===== src/rtl/spq_pkg.sv =====
`timescale 1ns / 1ps
// ----------------------------------------------------------------------------
// spq_pkg
// Shared sizes, codes and types for the sorted priority task queue.
// ----------------------------------------------------------------------------
package spq_pkg;

    localparam int CAPACITY = 16;
    localparam int IDX_W    = $clog2(CAPACITY);
    localparam int ID_W     = 16;
    localparam int PRI_W    = 8;

    // Request commands.
    localparam logic [1:0] CMD_INSERT = 2'd0;
    localparam logic [1:0] CMD_POP    = 2'd1;
    localparam logic [1:0] CMD_REMOVE = 2'd2;
    localparam logic [1:0] CMD_VIEW   = 2'd3;

    // Result status codes.
    localparam logic [1:0] ST_OK       = 2'd0;
    localparam logic [1:0] ST_EMPTY    = 2'd1;
    localparam logic [1:0] ST_NOTFOUND = 2'd2;
    localparam logic [1:0] ST_FULL     = 2'd3;

    // Operations broadcast to every cell.
    localparam logic [1:0] OP_HOLD   = 2'd0;
    localparam logic [1:0] OP_INSERT = 2'd1;
    localparam logic [1:0] OP_POP    = 2'd2;
    localparam logic [1:0] OP_REMOVE = 2'd3;

    typedef struct packed {
        logic             valid;
        logic [ID_W-1:0]  id;
        logic [PRI_W-1:0] pri;
    } spq_entry_t;

    typedef struct packed {
        logic [1:0]       op;
        logic [ID_W-1:0]  id;
        logic [PRI_W-1:0] pri;
    } spq_cell_ctl_t;

endpackage


===== src/rtl/spq_cell.sv =====
`timescale 1ns / 1ps
// ----------------------------------------------------------------------------
// spq_cell
// One slot of the sorted chain: holds an entry and exchanges it with its
// neighbours on insert, pop and remove.
// ----------------------------------------------------------------------------
module spq_cell (
    input  logic                   clk,
    input  logic                   rst_n,
    input  spq_pkg::spq_cell_ctl_t ctl,
    input  spq_pkg::spq_entry_t    prev,
    input  logic                   prev_ge,
    input  spq_pkg::spq_entry_t    next,
    input  logic                   found_in,
    output spq_pkg::spq_entry_t    cur,
    output logic                   ge,
    output logic                   found_out
);

    logic                      valid_reg;
    logic                      valid_next;
    logic [spq_pkg::ID_W-1:0]  id_reg;
    logic [spq_pkg::ID_W-1:0]  id_next;
    logic [spq_pkg::PRI_W-1:0] pri_reg;
    logic [spq_pkg::PRI_W-1:0] pri_next;
    logic                      match;

    assign cur.valid = valid_reg;
    assign cur.id    = id_reg;
    assign cur.pri   = pri_reg;

    always_comb
    begin
        ge         = valid_reg && (pri_reg >= ctl.pri);
        match      = valid_reg && (id_reg == ctl.id);
        found_out  = found_in || match;
        valid_next = valid_reg;
        id_next    = id_reg;
        pri_next   = pri_reg;
        unique case (ctl.op)
            spq_pkg::OP_HOLD:
            begin
            end
            spq_pkg::OP_INSERT:
            begin
                // Cells ahead of the insertion point keep their entry; the
                // first cell behind it takes the new entry, the rest shift down.
                if (!ge)
                begin
                    if (prev_ge)
                    begin
                        valid_next = 1'b1;
                        id_next    = ctl.id;
                        pri_next   = ctl.pri;
                    end
                    else
                    begin
                        valid_next = prev.valid;
                        id_next    = prev.id;
                        pri_next   = prev.pri;
                    end
                end
            end
            spq_pkg::OP_POP:
            begin
                valid_next = next.valid;
                id_next    = next.id;
                pri_next   = next.pri;
            end
            spq_pkg::OP_REMOVE:
            begin
                // The matching cell and every cell behind it move up by one.
                if (found_out)
                begin
                    valid_next = next.valid;
                    id_next    = next.id;
                    pri_next   = next.pri;
                end
            end
        endcase
    end

    always_ff @(posedge clk or negedge rst_n)
    begin
        if (!rst_n)
        begin
            valid_reg <= 1'b0;
        end
        else
        begin
            valid_reg <= valid_next;
        end
    end

    always_ff @(posedge clk)
    begin
        id_reg  <= id_next;
        pri_reg <= pri_next;
    end

endmodule


===== src/rtl/sorted_priority_task_queue.sv =====
`timescale 1ns / 1ps
// ----------------------------------------------------------------------------
// sorted_priority_task_queue
// Bounded priority queue held as a chain of sorted cells.
// ----------------------------------------------------------------------------
// Entries live in a row of CAPACITY cells, head first, in descending priority
// with equal priorities in arrival order. Every cell compares against the
// request in parallel, so insert, pop and remove-by-id each take the request
// and register its single result at the same clock edge, and the next request
// can be taken as soon as that result has been collected. View presents one
// entry per cycle through the result register while the result is not stalled,
// and no request is taken until its last result is loaded.
// Nothing needs clearing after reset; the queue is empty at once.
module sorted_priority_task_queue (
    input  logic                        clk,
    input  logic                        rst_n,
    input  logic                        cmd_valid,
    output logic                        cmd_stall,
    input  logic [1:0]                  command,
    input  logic [spq_pkg::ID_W-1:0]    task_id,
    input  logic [spq_pkg::PRI_W-1:0]   task_priority,
    output logic                        res_valid,
    input  logic                        res_stall,
    output logic [1:0]                  status,
    output logic [spq_pkg::ID_W-1:0]    out_id,
    output logic [spq_pkg::PRI_W-1:0]   out_priority,
    output logic                        last
);

    localparam logic S_IDLE = 1'b0;
    localparam logic S_VIEW = 1'b1;

    spq_pkg::spq_cell_ctl_t cell_ctl;
    spq_pkg::spq_entry_t    cell_q  [spq_pkg::CAPACITY];
    spq_pkg::spq_entry_t    prev_d  [spq_pkg::CAPACITY];
    spq_pkg::spq_entry_t    next_d  [spq_pkg::CAPACITY];
    logic                   ge_q    [spq_pkg::CAPACITY];
    logic                   prev_ge [spq_pkg::CAPACITY];
    logic                   found   [spq_pkg::CAPACITY+1];
    logic [spq_pkg::CAPACITY-1:0] valid_vec;

    logic                        state_reg;
    logic                        state_next;
    logic [spq_pkg::IDX_W-1:0]   idx_reg;
    logic [spq_pkg::IDX_W-1:0]   idx_next;
    logic                        res_valid_reg;
    logic                        res_valid_next;
    logic [1:0]                  status_reg;
    logic [1:0]                  status_next;
    logic [spq_pkg::ID_W-1:0]    id_reg;
    logic [spq_pkg::ID_W-1:0]    id_next;
    logic [spq_pkg::PRI_W-1:0]   pri_reg;
    logic [spq_pkg::PRI_W-1:0]   pri_next;
    logic                        last_reg;
    logic                        last_next;

    logic cmd_accept;
    logic res_free;
    logic empty;
    logic full;

    assign found[0] = 1'b0;

    for (genvar i = 0; i < spq_pkg::CAPACITY; i++)
    begin : g_cell
        if (i == 0)
        begin : g_head
            assign prev_d[i]  = '0;
            assign prev_ge[i] = 1'b1;
        end
        else
        begin : g_body
            assign prev_d[i]  = cell_q[i-1];
            assign prev_ge[i] = ge_q[i-1];
        end
        if (i == spq_pkg::CAPACITY - 1)
        begin : g_tail
            assign next_d[i] = '0;
        end
        else
        begin : g_link
            assign next_d[i] = cell_q[i+1];
        end

        spq_cell u_cell (
            .clk       (clk),
            .rst_n     (rst_n),
            .ctl       (cell_ctl),
            .prev      (prev_d[i]),
            .prev_ge   (prev_ge[i]),
            .next      (next_d[i]),
            .found_in  (found[i]),
            .cur       (cell_q[i]),
            .ge        (ge_q[i]),
            .found_out (found[i+1])
        );

        assign valid_vec[i] = cell_q[i].valid;
    end

    assign empty      = !cell_q[0].valid;
    assign full       = cell_q[spq_pkg::CAPACITY-1].valid;
    assign res_free   = !res_valid_reg || !res_stall;
    assign cmd_stall  = (state_reg == S_VIEW) || !res_free;
    assign cmd_accept = cmd_valid && !cmd_stall;

    always_comb
    begin
        cell_ctl.op  = spq_pkg::OP_HOLD;
        cell_ctl.id  = task_id;
        cell_ctl.pri = task_priority;
        if (cmd_accept)
        begin
            unique case (command)
                spq_pkg::CMD_INSERT: cell_ctl.op = full ? spq_pkg::OP_HOLD
                                                        : spq_pkg::OP_INSERT;
                spq_pkg::CMD_POP:    cell_ctl.op = empty ? spq_pkg::OP_HOLD
                                                         : spq_pkg::OP_POP;
                spq_pkg::CMD_REMOVE: cell_ctl.op = spq_pkg::OP_REMOVE;
                spq_pkg::CMD_VIEW:   cell_ctl.op = spq_pkg::OP_HOLD;
            endcase
        end
    end

    always_comb
    begin
        state_next     = state_reg;
        idx_next       = idx_reg;
        res_valid_next = res_valid_reg && res_stall;
        status_next    = status_reg;
        id_next        = id_reg;
        pri_next       = pri_reg;
        last_next      = last_reg;
        unique case (state_reg)
            S_IDLE:
            begin
                if (cmd_accept)
                begin
                    status_next = spq_pkg::ST_OK;
                    id_next     = '0;
                    pri_next    = '0;
                    last_next   = 1'b1;
                    unique case (command)
                        spq_pkg::CMD_INSERT:
                        begin
                            res_valid_next = 1'b1;
                            if (full)
                            begin
                                status_next = spq_pkg::ST_FULL;
                            end
                        end
                        spq_pkg::CMD_POP:
                        begin
                            res_valid_next = 1'b1;
                            if (empty)
                            begin
                                status_next = spq_pkg::ST_EMPTY;
                            end
                            else
                            begin
                                id_next  = cell_q[0].id;
                                pri_next = cell_q[0].pri;
                            end
                        end
                        spq_pkg::CMD_REMOVE:
                        begin
                            res_valid_next = 1'b1;
                            if (empty)
                            begin
                                status_next = spq_pkg::ST_EMPTY;
                            end
                            else if (!found[spq_pkg::CAPACITY])
                            begin
                                status_next = spq_pkg::ST_NOTFOUND;
                            end
                        end
                        spq_pkg::CMD_VIEW:
                        begin
                            if (empty)
                            begin
                                res_valid_next = 1'b1;
                                status_next    = spq_pkg::ST_EMPTY;
                            end
                            else
                            begin
                                state_next = S_VIEW;
                                idx_next   = '0;
                            end
                        end
                    endcase
                end
            end
            S_VIEW:
            begin
                if (res_free)
                begin
                    res_valid_next = 1'b1;
                    status_next    = spq_pkg::ST_OK;
                    id_next        = cell_q[idx_reg].id;
                    pri_next       = cell_q[idx_reg].pri;
                    // The final entry is the one whose successor slot is empty.
                    last_next      = !next_d[idx_reg].valid;
                    idx_next       = idx_reg + 1'b1;
                    if (!next_d[idx_reg].valid)
                    begin
                        state_next = S_IDLE;
                    end
                end
            end
        endcase
    end

    always_ff @(posedge clk or negedge rst_n)
    begin
        if (!rst_n)
        begin
            state_reg     <= S_IDLE;
            res_valid_reg <= 1'b0;
        end
        else
        begin
            state_reg     <= state_next;
            res_valid_reg <= res_valid_next;
        end
    end

    always_ff @(posedge clk)
    begin
        idx_reg    <= idx_next;
        status_reg <= status_next;
        id_reg     <= id_next;
        pri_reg    <= pri_next;
        last_reg   <= last_next;
    end

    assign res_valid    = res_valid_reg;
    assign status       = status_reg;
    assign out_id       = id_reg;
    assign out_priority = pri_reg;
    assign last         = last_reg;

    // Occupied cells always form an unbroken run from the head.
    a_valid_prefix: assert property (@(posedge clk) disable iff (!rst_n)
        (valid_vec & (valid_vec + 1'b1)) == '0)
        else $error("occupied cells are not contiguous from the head");

    a_pop_empty: assert property (@(posedge clk) disable iff (!rst_n)
        (cmd_accept && command == spq_pkg::CMD_POP && empty)
        |=> (res_valid && status == spq_pkg::ST_EMPTY && last))
        else $error("pop on an empty queue did not report empty");

    a_insert_fills: assert property (@(posedge clk) disable iff (!rst_n)
        (cmd_accept && command == spq_pkg::CMD_INSERT && !full)
        |=> (!empty && res_valid && status == spq_pkg::ST_OK))
        else $error("insert into a non-full queue left it empty");

    a_view_blocks: assert property (@(posedge clk) disable iff (!rst_n)
        (state_reg == S_VIEW) |-> cmd_stall)
        else $error("request taken while a view is in progress");

    a_view_last: assert property (@(posedge clk) disable iff (!rst_n)
        (state_reg == S_VIEW && res_free && !next_d[idx_reg].valid)
        |=> (state_reg == S_IDLE && res_valid && last))
        else $error("view did not end on its final entry");

endmodule


===== config.mk =====
export PLATFORM = sky130hd
export DESIGN_NAME = sorted_priority_task_queue
export DESIGN_NICKNAME = d
export VERILOG_FILES = /design/src/rtl/spq_pkg.sv /design/src/rtl/spq_cell.sv /design/src/rtl/sorted_priority_task_queue.sv
export SDC_FILE = /design/constraint.sdc
export NUM_CORES = 2
export LEC_CHECK = 0
export BUFFER_PORTS_ARGS = -buffer_cell sky130_fd_sc_hd__buf_4
export CORE_UTILIZATION = 65
export CTS_CLUSTER_SIZE = 24
export DETAILED_ROUTE_END_ITERATION = 10
export GPL_TIMING_DRIVEN = 0
export PLACE_DENSITY_LB_ADDON = 0.08
export SYNTH_ARGS = -nofsm -noshare
export SYNTH_HDL_FRONTEND = slang
export SYNTH_SLANG_ARGS = --single-unit

===== constraint.sdc =====
create_clock -name clk -period 7.16 [get_ports clk]
set_input_delay 0.358 -clock clk [delete_from_list [all_inputs] [get_ports clk]]
set_output_delay 0.358 -clock clk [all_outputs]
set_load 0.05 [all_outputs]

Word level (Yosys, flattened, before mapping)
Index checks and enable logic that the tools add are counted.

word-level totals
  register bits = 433
  word-level logic and storage cells = 447
  output and inout port bits = 29

cells by class
  reductions and logical operators = 78
  equality and inequality tests = 58
  $add $sub $neg = 1
  mux-type cells = 236
  bitwise gates (word level) = 2
  $lt $le $gt $ge = 17

operators with widths
  operator              number
  $mux W16              51
  $pmux W16 S3          16
  $mux W8               51
  $pmux W8 S3           16
  $eq A16 B16 Y1        16
  $bmux W25 S4          2
  $ge A8 B8 Y1          16
  $mux W1               59
  $mux W25              2
  $mux W24              2
  $pmux W1 S3           16
  $reduce_and A3 Y1     16
  $ne A2 B1 Y1 const B  19
  $logic_and A1 B1 Y1   34
  $ne A2 B2 Y1 const B  17
  $pmux W16 S2          1
  $logic_or A1 B1 Y1    17
  $mux W4               4
  $pmux W8 S2           1
  $mux W2               7
  $eq A2 B2 Y1 const B  4
  $pmux W1 S2           4
  $pmux W2 S4           1
  $pmux W4 S2           1
  other kinds (14)      19

Longest topological paths before layout
  depth in word-level cells = 22
  mapped depth = 12
  gate-level depth less buffers = 10

Cells and area by module
From an unflattened synthesis, not the netlist that was laid out.

second synthesis, totals
  cell total of the unflattened synthesis = 3182
  area total of the unflattened synthesis = 32373.5 sq um

by module, submodules not included
  module                      times used  area an instance (sq um)  cells each
  spq_cell                    16          1732.9                    174
  sorted_priority_task_queue  1           4647.0                    398

Worst setup path before layout
OpenSTA, ideal clock, no wires.

  kind = input port to flip-flop
  from = input task_priority[1] (netlist bit)
  to = register g_cell[11].u_cell.id_reg[0] (netlist bit) (enable)
  arrival time = 4013 ps
  stages = 10
  setup slack = 2705 ps
  cells stage by stage = clkbuf_1 inv_1 ha_1 a21o_1 a21oi_1 nor2b_1 o211ai_1 a21oi_1 buf_2 a211oi_1

between the ends
  longest elaborated chain between the ends = 4

RTL lines
  what                         RTL line                          RTL
  from (decl)                  sorted_priority_task_queue.sv:21  input logic [spq_pkg::PRI_W-1:0] task_priority,
  $ge A8 B8 Y1                 spq_cell.sv:34                    ge = valid_reg && (pri_reg >= ctl.pri);
  $logic_and A1 B1 Y1          spq_cell.sv:34
  $ne A2 B2 Y1 (no line)       -
  $reduce_and A3 Y1 (no line)  -
  to (signal assigned)         spq_cell.sv:97                    id_reg <= id_next;
  to (decl)                    spq_cell.sv:22                    logic [spq_pkg::ID_W-1:0] id_reg;

Every way passes these cells.
A chain may end at the register's enable or synchronous reset.

Worst setup path after layout
  from = input task_priority[1] (netlist bit)
  to = register g_cell[0].u_cell.id_reg[9] (netlist bit) (enable)

between the ends
  longest elaborated chain between the ends = 4

RTL lines
  what                         RTL line
  $ge A8 B8 Y1                 spq_cell.sv:34
  $logic_and A1 B1 Y1          spq_cell.sv:34
  $ne A2 B2 Y1 (no line)       -
  $reduce_and A3 Y1 (no line)  -
  to (signal assigned)         spq_cell.sv:97
  to (decl)                    spq_cell.sv:22

Every way passes these cells.

==> flow_summary.ini <==
[synthesis]
synth-xor-area-share = 0.0750
synth_top_family_by_area = multiplexers
ys_ff_latch = 433
synth.distinct_cells = 75
synth_area_leaders = edfxtp_1 (41%), mux4_2 (9.2%), mux2i_1 (7.7%)
synth_area_sq_um = 30300
synthFlopType = edfxtp_1
synth_compound_area_frac = 0.113
synthMuxAreaShare = 0.173
async_flop_share = 0.0416
synthAdderAreaFrac = 0.0499
yosys.area_share.simple = 0.127
synth.top_cell.area_share = 0.411
synth_top_area_cell = edfxtp_1
synth_edf_count = 415
netlist_instances = 2883
syn_avg_cell_area_sq_um = 10.5
seq_area_frac_synth = 0.426
yosys_warnings = 0
syn_nets = 3034

[floorplan]
std_cell_rows = 78
die_width_um = 218
pin_count = 59
dieArea_sq_um = 47500
start_util = 0.664
core_area_sq_um = 45700
die_y_um = 218

[clocking]
cts_max_level = 2
post_cts_resized = 0
hold_buffers = 2
cts_tree = done
clock-root-buffer = clkbuf_16
post_cts_buffers = 0
cts_sinks = 433
ctsLongestPathBuffers = 3
clk_pin_slew_ps = 60
clock_latency_ps = 650
cts_buffers = 49

[sta]
fmaxAchievable_mhz = 201
setup_tns_ps = 0
hold_violations = 0
setup_viol = 0
period_share = 0.696
finalMaxSlewViolations = 0
setup_slack_ps = 2180
slew_headroom = 0.0664
rsz0062_at_grt = false
skew_ps = 47.8
period_needed_ps = 4980
hold_slack_ps = 14.9
worst_slew_pin_slew_ps = 1400

[place]
globalplace.congestion = 1.07
dp.cells = 3549
dp_slack_ps = 1760
placed_area_sq_um = 31700
io_buffers = 57
dpl.hpwl_um = 88800

[setup_path]
r2r-end = g_cell[0].u_cell.id_reg[9]$_DFFE_PP_
path_class = input pin to register
crit_path_top_delay_cell = o21a_1
critPathArrivalTime_ps = 5220
slowest_delay_ps = 1130
startpoint_type = input pin
path_cells = buf_4 > clkbuf_1 > inv_1 > ha_1 > a21o_1 > a21o_1 > a211oi_1 > o21ai_0 > o2111ai_1 > clkbuf_1 > o21a_1
cp-end-kind = register
crit_required_ps = 7390
ff2ff_setup_slack_ps = 2770
r2r_cells = 10
cp_max_fo = 24
reg2reg_from = g_cell[0].u_cell.pri_reg[0]$_DFFE_PP_

[routing]
postRouteAntennaNets = 0
drt-vias-per-instance = 7.36
wl_per_cell_um = 31.4
drt-total-wl_um = 114000
first_iter_violations = 5214
route.vias.total = 26800
drc = 0
drt-pass1-iter-count = 10

[final_layout]
final_util = 0.731
final_cell_mix = nand2_1 (506), edfxtp_1 (415), o21ai_0 (261)
finalInstanceArea_sq_um = 33400
stdcell_count = 3647
nets = 3154
largest_reg_flops = 256
layout.cells.most_common = nand2_1
syn2layout_area_growth_pct = 10.1
drive_above_1_share = 0.118

[status]
status = finished clean

[global_routing]
grt_pass1_vias = 25500
grt_max_degree = 26
grt_pass1_wl_um = 165000
antenna_found_initial = 3
grtUsageTotal = 0.481
grt.overflow.total = 0

[power]
peakVddDrop_uv = 281
p_per_area_nw_per_um2 = 316
leakagePower_nw = 12.0
design_power_total_mw = 10.6

[worst_hold_path]
whs_path_depth = 3
hold_path_end = res_valid$_DFF_PN0_
min-delay-start = res_stall
hp-class = input pin to register

[run]
drv_cap = 0
final cells by class:
| cell class | instances | area (sq um) |
|---|---|---|
| diodes | 5 | 12.5 |
| plain buffers | 234 | 1010 |
| clock buffers | 55 | 1290 |
| clock inverters | 35 | 323 |
| fillers | 3191 | 12300 |
| inverters | 29 | 109 |
| multi-input cells | 2187 | 16400 |
| flip-flops and latches | 433 | 12900 |
| well taps | 600 | 751 |
| repair buffers | 69 | 606 |
report_power, final:
part | leakage [nW] | internal (mW) | switching (mW) | total [mW]
Clock | 0.799 | 1.50 | 1.16 | 2.66
Combinational | 7.17 | 1.41 | 2.47 | 3.88
Sequential | 4.08 | 3.48 | 0.536 | 4.02
how the worst max path moves through the flow:
stage | from | endpoint | depth (start not counted)
floorplan | task_priority[1] | g_cell[11].u_cell.id_reg[0]$_DFFE_PP_ | 10
global placement | task_priority[1] | g_cell[11].u_cell.id_reg[9]$_DFFE_PP_ | 11
detailed placement | task_priority[1] | g_cell[0].u_cell.id_reg[9]$_DFFE_PP_ | 11
CTS | task_priority[1] | g_cell[0].u_cell.id_reg[9]$_DFFE_PP_ | 11
global route | task_priority[1] | g_cell[0].u_cell.id_reg[9]$_DFFE_PP_ | 11
finish | task_priority[1] | g_cell[0].u_cell.id_reg[9]$_DFFE_PP_ | 11
per-layer routing:
layer	global-route usage	vias up	routed length, um
met5	0.0260	-	364
met4	0.279	10	8270
met3	0.162	516	17500
met2	0.705	2582	48600
met1	0.620	12700	39600
li1	-	11000	-
logic make-up (layout without fill, tap and decap cells):
group | count (synthesis) | in the layout
XOR/XNOR | 258 | 258
adder cells (fa/ha/maj) | 121 | 121
buffers and inverters | 263 | 422
AO/OA/AOI/OAI | 576 | 576
AND/OR/NAND/NOR | 866 | 866
multiplexers | 366 | 366
other | 0 | 5
flip-flops | 433 | 433
synthesized netlist by cell type (38+ instances only):
cell type	n
a21oi_1	104
a31oi_1	53
buf_2	40
clkbuf_1	145
edfxtp_1	415
ha_1	121
mux2i_1	234
mux4_2	124
nand2_1	506
nand3_1	77
nand4_1	47
nor2_1	107
nor4_1	38
o21ai_0	261
xnor2_1	136
xor2_1	120
critical path, delay by kind of cell:
kind,cells,cell delay (ps)
buf+inv,4,2000
fa+ha+maj,1,460
compound gates,6,2350
Power figures use the tool's default switching activity.
